<file path="src/hdl/tsw_pkg.sv">
// ============================================================================
// Texture sampler package
// Shared types and constants of the wrapping bilinear texture sampler.
// ============================================================================
package tsw_pkg;

    // Default store dimensions, handed to the top-level parameters.
    localparam int DEF_MAX_WIDTH  = 128;
    localparam int DEF_MAX_HEIGHT = 128;

    // Field and register widths.
    localparam int COORD_W    = 32;
    localparam int TEXEL_W    = 32;
    localparam int TXY_W      = 7;
    localparam int CFG_DATA_W = 8;
    localparam int CFG_IDX_W  = 2;
    localparam int SIZE_W     = 8;
    localparam int WGT_W      = 8;

    // Wrapped coordinate is 1.16 fixed point, the scaled one 9.16.
    localparam int T_W        = 17;
    localparam int P_W        = T_W + SIZE_W;
    localparam logic [T_W-1:0] T_ONE = 17'h10000;

    // Register reset values.
    localparam logic [SIZE_W-1:0] RST_SIZE = 8'd128;

    // Configuration register indexes.
    typedef enum logic [CFG_IDX_W-1:0] {
        CFG_WRAP   = 2'd0,
        CFG_FILTER = 2'd1,
        CFG_WIDTH  = 2'd2,
        CFG_HEIGHT = 2'd3
    } t_cfg_idx;

    // Request kinds.
    typedef enum logic {
        REQ_WRITE  = 1'b0,
        REQ_SAMPLE = 1'b1
    } t_req;

    // Wrap and filter modes.
    typedef enum logic {
        WRAP_REPEAT = 1'b0,
        WRAP_CLAMP  = 1'b1
    } t_wrap;

    typedef enum logic {
        FILT_POINT    = 1'b0,
        FILT_BILINEAR = 1'b1
    } t_filter;

    // Effective configuration, sizes already limited to the store.
    typedef struct packed {
        t_wrap               wrap_mode;
        t_filter             filter_mode;
        logic [SIZE_W-1:0]   width;
        logic [SIZE_W-1:0]   height;
    } t_cfg;

    // Store address selection.
    typedef enum logic [2:0] {
        ADDR_WRITE = 3'd0,
        ADDR_00    = 3'd1,
        ADDR_10    = 3'd2,
        ADDR_01    = 3'd3,
        ADDR_11    = 3'd4
    } t_addr_sel;

    // Controller states.
    typedef enum logic [3:0] {
        ST_IDLE,
        ST_SCALE,
        ST_RD0,
        ST_RD1,
        ST_RD2,
        ST_RD3,
        ST_BOT,
        ST_OUT,
        ST_PT
    } t_state;

    // Commands from the controller to the datapath.
    typedef struct packed {
        logic      wr_en;
        logic      load;
        logic      scale;
        t_addr_sel addr_sel;
        logic      cap_s0;
        logic      mk_top;
        logic      mk_bot;
        logic      out_point;
        logic      out_blend;
    } t_cmd;

endpackage

</file>
<file path="src/hdl/tsw_cfg.sv">
// ============================================================================
// Texture sampler configuration registers
// Holds wrap mode, filter mode and texture size, and limits the sizes to the
// range that the store supports.
// ============================================================================
module tsw_cfg import tsw_pkg::*; #(
    parameter int MAX_WIDTH  = DEF_MAX_WIDTH,
    parameter int MAX_HEIGHT = DEF_MAX_HEIGHT
) (
    input  logic                  i_clk,
    input  logic                  i_rst_n,
    input  logic                  i_cfg_wr_en,
    input  logic [CFG_IDX_W-1:0]  i_cfg_idx,
    input  logic [CFG_DATA_W-1:0] i_cfg_data,
    output t_cfg                  o_cfg
);

    logic              r_wrap;
    logic              r_filter;
    logic [SIZE_W-1:0] r_width;
    logic [SIZE_W-1:0] r_height;

    // Register writes.
    always_ff @(posedge i_clk) begin
        if (!i_rst_n) begin
            r_wrap   <= WRAP_CLAMP;
            r_filter <= FILT_BILINEAR;
            r_width  <= RST_SIZE;
            r_height <= RST_SIZE;
        end else if (i_cfg_wr_en) begin
            unique case (t_cfg_idx'(i_cfg_idx))
                CFG_WRAP:   r_wrap   <= i_cfg_data[0];
                CFG_FILTER: r_filter <= i_cfg_data[0];
                CFG_WIDTH:  r_width  <= i_cfg_data[SIZE_W-1:0];
                CFG_HEIGHT: r_height <= i_cfg_data[SIZE_W-1:0];
                default: ;
            endcase
        end
    end

    // Effective sizes: zero acts as one, anything above the store as its edge.
    always_comb begin
        o_cfg.wrap_mode   = t_wrap'(r_wrap);
        o_cfg.filter_mode = t_filter'(r_filter);

        if (r_width == '0) begin
            o_cfg.width = SIZE_W'(1);
        end else if (32'(r_width) > MAX_WIDTH) begin
            o_cfg.width = SIZE_W'(MAX_WIDTH);
        end else begin
            o_cfg.width = r_width;
        end

        if (r_height == '0) begin
            o_cfg.height = SIZE_W'(1);
        end else if (32'(r_height) > MAX_HEIGHT) begin
            o_cfg.height = SIZE_W'(MAX_HEIGHT);
        end else begin
            o_cfg.height = r_height;
        end
    end

endmodule

</file>
<file path="config.mk">
export PLATFORM = sky130hd
export DESIGN_NAME = tsw_cfg
export DESIGN_NICKNAME = d
export VERILOG_FILES = /design/src/hdl/tsw_pkg.sv /design/src/hdl/tsw_cfg.sv
export SDC_FILE = /design/constraint.sdc
export NUM_CORES = 1
export LEC_CHECK = 0
export BUFFER_PORTS_ARGS = -buffer_cell sky130_fd_sc_hd__buf_2
export CAP_MARGIN = 10
export CELL_PAD_IN_SITES_DETAIL_PLACEMENT = 0
export CELL_PAD_IN_SITES_GLOBAL_PLACEMENT = 1
export CORE_UTILIZATION = 35
export CTS_CLUSTER_DIAMETER = 150
export DETAILED_ROUTE_END_ITERATION = 8
export PLACE_DENSITY_LB_ADDON = 0.1
export SLEW_MARGIN = 40
export SYNTH_ARGS = -nofsm -noshare
export SYNTH_HDL_FRONTEND = slang
export SYNTH_SLANG_ARGS = --single-unit
</file>
<file path="constraint.sdc">
create_clock -name i_clk -period 1.4 [get_ports i_clk]
set_input_delay 0.07 -clock i_clk [delete_from_list [all_inputs] [get_ports i_clk]]
set_output_delay 0.07 -clock i_clk [all_outputs]
set_load 0.005 [all_outputs]
</file>
* Yosys cells after proc, flatten, opt, wreduce, memory -nomap -nowiden
Cells that the tools add are included.
Word-level totals: flip-flop bits (word level) 18
Cells by class: magnitude comparators 2, eq/ne operators 3, mux-type cells 4, reduce and logical (&&, ||, !) cells 7
Operators with widths (count):
- 8-bit 2-to-1 mux | 4
- 8-bit greater-than comparator (second input constant) | 2
- 8-bit zero test | 2
- 2-bit AND reduction | 4
- 2-bit == test (second input constant) | 2
- 2-bit by 1-bit == test with 1-bit output (second input constant) | 1
- 2-bit zero test | 1

* Logic depth before layout (Yosys ltp)
word-level depth 3, depth in mapped cells 4, mapped depth without buffers 2

* Least setup slack after synthesis
No wires, ideal clock.
path kind register to output, from register r_height[1], to output port o_cfg[0] in the netlist's numbering, arrival time 1042 ps, required time 1330 ps, slack 288 ps, cell stages (with the launch flop) 3, buffers on the path 0, path through dfxtp_1 -> or4_4 -> o41ai_2
RTL lines:
- start, declared | line tsw_cfg.sv:21 | logic [SIZE_W-1:0] r_height;
- start signal, assigned | line tsw_cfg.sv:35 | CFG_HEIGHT: r_height <= i_cfg_data[SIZE_W-1:0];
- end, declared | line tsw_cfg.sv:15 | output t_cfg o_cfg

==> impl_metrics.ini <==
[outcome]
status = finished, violations left
violations = setup timing

[timing]
post-route-min-period_ps = 1560
slew_headroom = 0.788
finalHoldViolCount = 0
rsz0062_at_grt = yes
fmax_ghz = 0.642
max_slew.worst_pin.slew_ps = 318
post-route-period-util = 1.11
fin_skew_ps = 0
fin_ws_ps = -158
finalSetupViolCount = 2
finalMaxSlewViolations = 0

[global_route]
met2_usage = 0.207
met3_usage = 0.0319
grt_max_degree = 22
grtUsageTotal = 0.145
grt_pass1_vias = 621
gr-total-overflow = 0
use_met1 = 0.200
grt_pass1_wl_mm = 2.80
antenna_found_initial = 0
grt.busiest_layer = met2

[synthesis]
synth_top_area_cell = dfxtp_1
synthAdderAreaFrac = 0
synth.area.top_cells = dfxtp_1 41%, mux2i_1 20%, nor2b_1 13%
synth.area.mux_share = 0.204
synthesis.area_sq_um = 882
synth_warnings = 0
synth-compound-area-share = 0.0369
syn_area_per_cell_sq_um = 9.38
ys_seq_elements = 18
synth-simple-area-share = 0.304
synth_top_family_by_area = simple AND/OR/NAND/NOR gates
synthDistinctLibCells = 15
syn_inst = 94
syn_nets = 107
ys_seq_area_frac = 0.409
synthXorXnorAreaFrac = 0
synth_top_area_frac = 0.409

[detailed_routing]
drt_pre_antenna_iters = 4
vias = 685
avgViaCountPerCell = 4.54
routedWlPerCell_microns = 11.4
routed_wl_mm = 1.72
drt_iter0_drc = 1
drc = 0
ant_nets = 0

[placed_design]
dp_cells = 145
post-place-ws_ps = 135
io_buffers = 30
dp_hpwl_mm = 1.32
routabilityCongestion = 0.749

[flow_run]
max-cap-violations = 0

[final_layout]
final_common_cell = buf_2
layout.cells.non_filler = 151
num_antenna_cells = 0
area_growth_pct = 23.3
n_fill_cell = 244
nets = 137
layout_common_cells = 30 x buf_2, 21 x nand2_1, 18 x nor2b_1, 18 x mux2i_1, 16 x dfxtp_1
drive_gt1_frac = 0.358

[clock_network]
clkTransAtPathRegs_ps = 100
clk_latency_ps = 280
clock-sinks = 18
cts_root_buf = clkbuf_4
cts_tree = done
htreeDepth = 1
cts_made_buffers = 3
postCtsHoldBufs = 0
clk_path_buf_depth = 2

[power_and_ir_drop]
share_comb_of_total_power = 0.113
power_frac_seq = 0.565
power_density_nw_per_um2 = 889
p_sw_frac = 0.227
p_leak_nw = 0.538
vdd_ir_drop_max_mv = 0.391
p_int_mw = 0.748
clkPwrFrac = 0.322
power_switching_mw = 0.219

[die]
rows = 17
core-area_sq_um = 2300
start_util = 0.384
pin_count = 31
die_h_microns = 52.2
die-area_sq_um = 2720
die_w_microns = 52.2

[critical_path]
setup.worst_path.class = reg2out
critPathMaxFanout = 2
critical_path_required_ps = 1330
critPathLaunchType = register
setup.worst_path.end_class = output port
critical_path_arrival_ps = 1490

[hold_path]
min_path_type = in2reg
-- through the flow --
step            util  TNS (ps)  hold slack [ps]  cell area [sq um]  power [mW]
2_1_floorplan      -         0              231                882       0.629
3_3_place_gp   0.450         0              353               1030       0.666
3_5_place_dp   0.450         0              355               1030       0.667
4_1_cts        0.473      -346             37.9               1090       0.989
5_1_grt        0.473      -434             38.0               1090        1.02
6_report       0.473      -308             48.2               1090       0.967
-- power by group through the flow --
stage | Combinational (mW) | Sequential [mW] | Clock, mW
final | 0.110 | 0.546 | 0.311
after global routing | 0.122 | 0.550 | 0.350
after detailed placement | 0.108 | 0.558 | 0
after CTS | 0.112 | 0.547 | 0.330
after floorplan | 0.0748 | 0.554 | 0
after global placement | 0.108 | 0.558 | 0
-- logic make-up after synthesis --
family | count (synthesis)
multiplexers | 18
buffers and inverters | 8
AND/OR/NAND/NOR | 48
AO/OA/AOI/OAI | 2
flip-flops | 18
-- final timing paths --
check | end | start | depth (start not counted) | slack [ps]
worst max-delay path | o_cfg[8] | r_width[3] | 3 | -160
worst max register to register | r_height[7] | r_height[7] | 2 | 620
worst min register to register | r_height[0] | r_height[0] | 2 | 470
worst min-delay path | r_width[6] | i_cfg_data[6] | 3 | 50
-- synthesized netlist by cell type --
cell type and instances:
and3b_1 1, buf_2 2, buf_4 2, clkbuf_1 3
clkbuf_2 1, dfxtp_1 18, mux2i_1 18, nand2_1 21
nand2b_1 2, nand3_2 1, nand3b_1 2, nor2b_1 18
nor3b_1 1, o41ai_2 2, or4_4 2
-- registers in the layout, indices dropped and copies added, names as in the netlist --
register	count
r_width	8
r_height	8
r_wrap	1
r_filter	1
-- final cells by class --
cell class                 count  area, sq um  share of cell area
tap                           28         35.0              0.0322
multi-input combinational     68          480               0.442
sequential                    18          363               0.334
clock buffer                   4         36.3              0.0334
timing repair buffer          33          173               0.159
-- critical path, cell delays in order (launching register included) --
cell     delay [ps]
dfxtp_2         330
or4_4           530
o41ai_2         190
buf_2           150
-- routing by layer --
| layer | vias up | part of all wire | wire length, microns |
|---|---|---|---|
| li1 | 370 | - | - |
| met1 | 293 | 0.52 | 891 |
| met2 | 20 | 0.42 | 716 |
| met3 | 2 | 0.055 | 95 |
| met4 | 0 | 0.0081 | 14 |
| met5 | - | 0 | 0 |
-- repair_timing --
action                                  4_1_cts  5_1_grt
hold endpoints to repair                      0        0
endpoints found under the setup margin        2        2
buffers inserted                              2        0
gates resized for setup                       2        0
Power figures use the tool's default switching activity.
