File: src/hdl/tsw_pkg.sv
// ============================================================================
// Texture sampler package
// Shared types and constants of the wrapping bilinear texture sampler.
// ============================================================================
package tsw_pkg;

    // Default store dimensions, handed to the top-level parameters.
    localparam int DEF_MAX_WIDTH  = 128;
    localparam int DEF_MAX_HEIGHT = 128;

    // Field and register widths.
    localparam int COORD_W    = 32;
    localparam int TEXEL_W    = 32;
    localparam int TXY_W      = 7;
    localparam int CFG_DATA_W = 8;
    localparam int CFG_IDX_W  = 2;
    localparam int SIZE_W     = 8;
    localparam int WGT_W      = 8;

    // Wrapped coordinate is 1.16 fixed point, the scaled one 9.16.
    localparam int T_W        = 17;
    localparam int P_W        = T_W + SIZE_W;
    localparam logic [T_W-1:0] T_ONE = 17'h10000;

    // Register reset values.
    localparam logic [SIZE_W-1:0] RST_SIZE = 8'd128;

    // Configuration register indexes.
    typedef enum logic [CFG_IDX_W-1:0] {
        CFG_WRAP   = 2'd0,
        CFG_FILTER = 2'd1,
        CFG_WIDTH  = 2'd2,
        CFG_HEIGHT = 2'd3
    } t_cfg_idx;

    // Request kinds.
    typedef enum logic {
        REQ_WRITE  = 1'b0,
        REQ_SAMPLE = 1'b1
    } t_req;

    // Wrap and filter modes.
    typedef enum logic {
        WRAP_REPEAT = 1'b0,
        WRAP_CLAMP  = 1'b1
    } t_wrap;

    typedef enum logic {
        FILT_POINT    = 1'b0,
        FILT_BILINEAR = 1'b1
    } t_filter;

    // Effective configuration, sizes already limited to the store.
    typedef struct packed {
        t_wrap               wrap_mode;
        t_filter             filter_mode;
        logic [SIZE_W-1:0]   width;
        logic [SIZE_W-1:0]   height;
    } t_cfg;

    // Store address selection.
    typedef enum logic [2:0] {
        ADDR_WRITE = 3'd0,
        ADDR_00    = 3'd1,
        ADDR_10    = 3'd2,
        ADDR_01    = 3'd3,
        ADDR_11    = 3'd4
    } t_addr_sel;

    // Controller states.
    typedef enum logic [3:0] {
        ST_IDLE,
        ST_SCALE,
        ST_RD0,
        ST_RD1,
        ST_RD2,
        ST_RD3,
        ST_BOT,
        ST_OUT,
        ST_PT
    } t_state;

    // Commands from the controller to the datapath.
    typedef struct packed {
        logic      wr_en;
        logic      load;
        logic      scale;
        t_addr_sel addr_sel;
        logic      cap_s0;
        logic      mk_top;
        logic      mk_bot;
        logic      out_point;
        logic      out_blend;
    } t_cmd;

endpackage

File: src/hdl/tsw_ctrl.sv
// ============================================================================
// Texture sampler controller
// Sequences a sample: scaling, one read if point, else four reads and blends.
// ============================================================================
module tsw_ctrl import tsw_pkg::*; (
    input  logic  i_clk,
    input  logic  i_rst_n,
    input  logic  start,
    input  logic  i_req_type,
    input  t_cfg  i_cfg,
    output logic  busy,
    output t_cmd  o_cmd
);

    t_state r_state;
    t_state n_state;

    // State register.
    always_ff @(posedge i_clk) begin
        if (!i_rst_n) begin
            r_state <= ST_IDLE;
        end else begin
            r_state <= n_state;
        end
    end

    // Next state and commands.
    always_comb begin
        n_state        = r_state;
        o_cmd          = '0;
        o_cmd.addr_sel = ADDR_00;
        busy           = 1'b1;

        unique case (r_state)
            ST_IDLE: begin
                busy           = 1'b0;
                o_cmd.addr_sel = ADDR_WRITE;
                if (start) begin
                    if (t_req'(i_req_type) == REQ_WRITE) begin
                        o_cmd.wr_en = 1'b1;
                    end else begin
                        o_cmd.load = 1'b1;
                        n_state    = ST_SCALE;
                    end
                end
            end
            ST_SCALE: begin
                o_cmd.scale = 1'b1;
                n_state     = ST_RD0;
            end
            ST_RD0: begin
                o_cmd.addr_sel = ADDR_00;
                if (i_cfg.filter_mode == FILT_POINT) begin
                    n_state = ST_PT;
                end else begin
                    n_state = ST_RD1;
                end
            end
            ST_RD1: begin
                o_cmd.addr_sel = ADDR_10;
                o_cmd.cap_s0   = 1'b1;
                n_state        = ST_RD2;
            end
            ST_RD2: begin
                o_cmd.addr_sel = ADDR_01;
                o_cmd.mk_top   = 1'b1;
                n_state        = ST_RD3;
            end
            ST_RD3: begin
                o_cmd.addr_sel = ADDR_11;
                o_cmd.cap_s0   = 1'b1;
                n_state        = ST_BOT;
            end
            ST_BOT: begin
                o_cmd.mk_bot = 1'b1;
                n_state      = ST_OUT;
            end
            ST_OUT: begin
                o_cmd.out_blend = 1'b1;
                n_state         = ST_IDLE;
            end
            ST_PT: begin
                o_cmd.out_point = 1'b1;
                n_state         = ST_IDLE;
            end
            default: begin
                n_state = ST_IDLE;
            end
        endcase
    end

endmodule

File: config.mk
export PLATFORM = sky130hd
export DESIGN_NAME = tsw_ctrl
export DESIGN_NICKNAME = d
export VERILOG_FILES = /design/src/hdl/tsw_pkg.sv /design/src/hdl/tsw_ctrl.sv
export SDC_FILE = /design/constraint.sdc
export NUM_CORES = 1
export LEC_CHECK = 0
export BUFFER_PORTS_ARGS = -buffer_cell sky130_fd_sc_hd__buf_2
export CAP_MARGIN = 20
export CORE_AREA = 2 2 39 41
export CTS_BUF_LIST = sky130_fd_sc_hd__clkbuf_8
export DETAILED_ROUTE_END_ITERATION = 7
export DIE_AREA = 0 0 41 43
export GPL_TIMING_DRIVEN = 1
export PLACE_DENSITY = 0.63
export SYNTH_ARGS = -nofsm -noshare
export SYNTH_HDL_FRONTEND = slang
export SYNTH_SLANG_ARGS = --single-unit
export TNS_END_PERCENT = 100
File: constraint.sdc
create_clock -name i_clk -period 1.2 [get_ports i_clk]
set_clock_uncertainty 0.2 [all_clocks]
set_input_delay 0.12 -clock i_clk [delete_from_list [all_inputs] [get_ports i_clk]]
set_output_delay 0.12 -clock i_clk [all_outputs]
set_load 0.1 [all_outputs]
# Word level (Yosys, flattened, before mapping)
# Cells that the tools add are included.
# word_totals
register_bits,4
latchBits,0
ramBits,0
mem_bits_ro,0
input_bits,22
out_inout_bits,12
elab_cells,30
memories,0
# op_classes
addsub,0
mul,0
div,0
n_lt_le_gt_ge,0
eq_ne,10
n_shift,0
mux,16
bitwise_logic,0
n_reduce_logical,3
# ops
operator,count
4-bit one-hot mux with 7 select lines,1
4-bit by 3-bit == test with 1-bit output (second input constant),4
4-bit two-way mux,3
3-bit one-hot mux with 4 select lines,1
1-bit two-way mux,9
4-bit by 2-bit == test with 1-bit output (second input constant),2
4-bit by 1-bit == test with 1-bit output (second input constant),1
4-bit == test (second input constant),1
4-bit logical NOT,1
2-bit two-way mux,2
2-bit != test (second input constant),2
2-bit AND reduction,1
2-bit OR reduction,1

# Longest topological paths before layout
# logic_depth
ltp_word,3
ltp_mapped,4
ltp_nobuf,3

# Worst setup path before layout
# No wires, ideal clock.
# synth_path
path_kind,register to output
from,register r_state[2]
to,output o_cmd[1] (netlist name)
arrival_time_ns,3.629
required_ns,0.880
path_slack_ns,-2.749
path_stages_with_launch,3
path_buffers,1
path_cell_list,dfxtp_1 buf_2 nor4b_1
# synth_rtl
item,line_no,rtl
start: declaration,tsw_ctrl.sv:15,t_state r_state;
start signal: assignment,tsw_ctrl.sv:23,r_state <= n_state;
end: declaration,tsw_ctrl.sv:12,output t_cmd o_cmd

==> results.md <==
- Status: complete, but fails checks
- Failing checks: negative setup slack
- Residual DRC: 0
- Post-synth EDFFs: 0
- Cts bufs inserted: 3
- Initial core utilization: approximately 23%
- YS warnings: 0
- Mapped Nets: 64
- Post-Syn Instances: 42
- Total grt overflow: 0
- Worst min path class: input port to flop
- Arrival @ worst endpoint: approximately 1.4 ns
- # diodes: 0
- WL final: 1.30 mm
- Placed insts: 85
- Register area share after synthesis: approximately a quarter
- DPL Wire Length: between 800 and 900 µm
- Synth cell count leaders: nand2_1, nor2_1, dfxtp_1, inv_1, nor3_1
- Fin crit share: 140%
- Initial antenna violation count: 0
- Crit-path max cell delay: roughly 0.35 ns
- Ys flop type: dfxtp_1
- NumNets Final: between 100 and 150
- Pwr per Cell Area: approximately 970 nW/µm²
- Critical path type: flop to output port
- GP Congestion: approximately 0.78
- Adder-Cell Fraction of Synth Area: 0%
- RSZ-0062 raised after global routing: yes
- TritonCTS clock tree: built
- DIE WIDTH: approximately 41 µm
- Clock Latency Late Sink: 0.22 ns
- Yosys top cell area share: about a quarter
- Average size of a mapped cell: approximately 7.7 µm²
- Top flop regs: r_state: 4 flops
- Synth Register Bits: 4
- Final setup violation count: 16
- Count of input and output buffers: 16
- Reg with most FFs: r_state
- CP required: 0.88 ns
- Die H: approximately 43 µm
- Area fraction in compound gates after synthesis: ~12%
- First-pass GRT wire length: 2.12 mm
- Final min period: 1.68 ns
- Peak VDD IR: about 0.00065 V
- Largest family of logic cells by synthesized area: simple AND/OR/NAND/NOR gates
- Post-synthesis simple-gate area fraction: 47.9%
- Slew @ Worst Pin: about 0.29 ns
- Synth Area in XOR/XNOR: between 2 and 3%
- LEAKAGE: around 0.4 nW
- Placed cell areas: around 830 µm²
- Die area: about 1800 µm²
- CP max FO: 4
- CTS max path bufs: 2
- Startpoint Class: flop
- Final hold viol count: 0
- Final Max Slew Viols: 0
- Initial DRC Count: 1
- Max-slew headroom: between 80% and 90%
- Post-synthesis cell type count: 23
- CTS root buf: clkbuf_8
- Fmax: about 0.60 GHz
- Vias per cell: 4.60
- Worst path cell trace: nor4_4 > nand2_1 > nor2_4 > buf_12
- Max FFs per register: 4
- Post-Syn Area: 322 µm²
- Synth area leader: dfxtp_1
- Worst Setup End Kind: output port
- CTS H-tree depth: 1
- Area of the core: ~1400 µm²
- Area contributors post-synth: dfxtp_1, nor4_4, nand2_1
- Vias in the first global route: approximately 480
- Core Rows: 14
- Synth async-reset ratio: 0%
- Synthesis-to-layout area growth: 219%
- Largest net degree at the start of global routing: 8
- GRT Overall Usage: 17.3%
- 1st-pass router iterations: 4
- Setup WS post-layout: -0.477 ns
- Clock slew seen by the registers of the worst setup and hold paths: ~0.040 ns
- Max-cap viol count: 0
- I/O pins: 34
- Routed WL per cell: ~13 µm
- Layout Cells excl Fill: 98
- Vias after detailed routing: 451
- DRT antenna net count: 0
- Mux contribution to synthesized area: 0%
- Critical-path top delay cell: dfxtp_4
- Design area: slightly above 1000 µm²
- Share of post-route cells with drive strength above 1: slightly above 80%
- CTS Sinks: 4
-- placed cells by master, fill, tap and decap left out --
cell type,count
a211o_1,1
a211oi_2,1
a21oi_1,1
a21oi_4,1
and3_4,1
buf_12,14
buf_2,4
buf_4,16
buf_6,4
buf_8,1
clkbuf_8,3
dfxtp_2,1
dfxtp_4,3
dlygate4sd3_1,1
inv_1,2
inv_2,1
inv_8,1
nand2_1,3
nand2_2,2
nand2_4,1
nand2b_1,1
nand2b_4,1
nand3b_1,1
nor2_1,1
nor2_4,4
nor3_1,1
nor3_4,3
nor3b_1,1
nor4_4,2
nor4b_4,2
o211ai_1,1
or2_4,1
xnor2_4,1
-- layout make-up --
cell class,count,area (µm²)
timing repair buffer,40,490
clock buffer,3,41.3
inverter,3,18.8
multi-input combinational,31,360
tap,16,20.0
clock inverter,1,3.75
sequential,4,92.6
fill,88,357
-- timing repair --
item                                    in CTS  in global routing
endpoints found under the setup margin      16                 16
resized for setup                           11                  9
setup buffers                                5                  4
hold buffers                                 1                  0
endpoints found under the hold margin        1                  0
pin swaps                                    7                  4
-- path summary, 6_finish.rpt --
check / from / end / slack [ns] / cells past startpoint
min reg2reg: r_state[0] / r_state[2] / 0.42 / 3
max: r_state[0] / o_cmd[10] / -0.48 / 4
max reg2reg: r_state[2] / r_state[2] / -0.20 / 4
min: i_rst_n / r_state[2] / 0.04 / 3
-- logic make-up after synthesis --
family | count (synthesis)
AND/OR/NAND/NOR | 25
XOR/XNOR | 1
buffers and inverters | 7
flip-flops | 4
AO/OA/AOI/OAI | 5
-- routing by layer --
layer  GRT usage, %  vias up  part of all wire (%)
met2           28.1       15                    58
li1               -      221                     -
met4           6.00        0                   1.1
met1           22.6      213                    37
met5              0        -                     0
met3           1.57        2                   4.1
-- critical path: cells and delay by family, from the launching register on --
| family | cells | cell delay, ns |
|---|---|---|
| DFF | 1 | 0.35 |
| buffers and inverters | 1 | 0.18 |
| and+or+nand+nor | 3 | 0.60 |
-- power breakdown --
part | internal (W) | total (W) | leakage, nW | switching, W
combinational | 0.000229 | 0.000541 | 0.347 | 0.000312
clock | 0.000219 | 0.000300 | 0.0269 | 0.0000810
sequential | 0.000139 | 0.000155 | 0.0352 | 0.0000159
total | 0.000587 | 0.000996 | 0.410 | 0.000409
-- metrics by stage --
| stage | total power [W] | hold slack (ns) | setup TNS, ns | utilization, % | setup slack [ns] |
|---|---|---|---|---|---|
| 2_1_floorplan | 0.000471 | -0.00326 | -7.38 | - | -0.929 |
| 3_3_place_gp | 0.000642 | 0.120 | -3.39 | 59.9 | -0.273 |
| 3_5_place_dp | 0.000649 | 0.124 | -3.71 | 59.9 | -0.292 |
| 4_1_cts | 0.000967 | 0.00696 | -5.68 | 70.1 | -0.474 |
| 5_1_grt | 0.00103 | 0.0709 | -6.50 | 74.2 | -0.545 |
| 6_report | 0.000996 | 0.0360 | -5.75 | 74.2 | -0.477 |
Note: power is estimated with default switching activity, not from simulation.
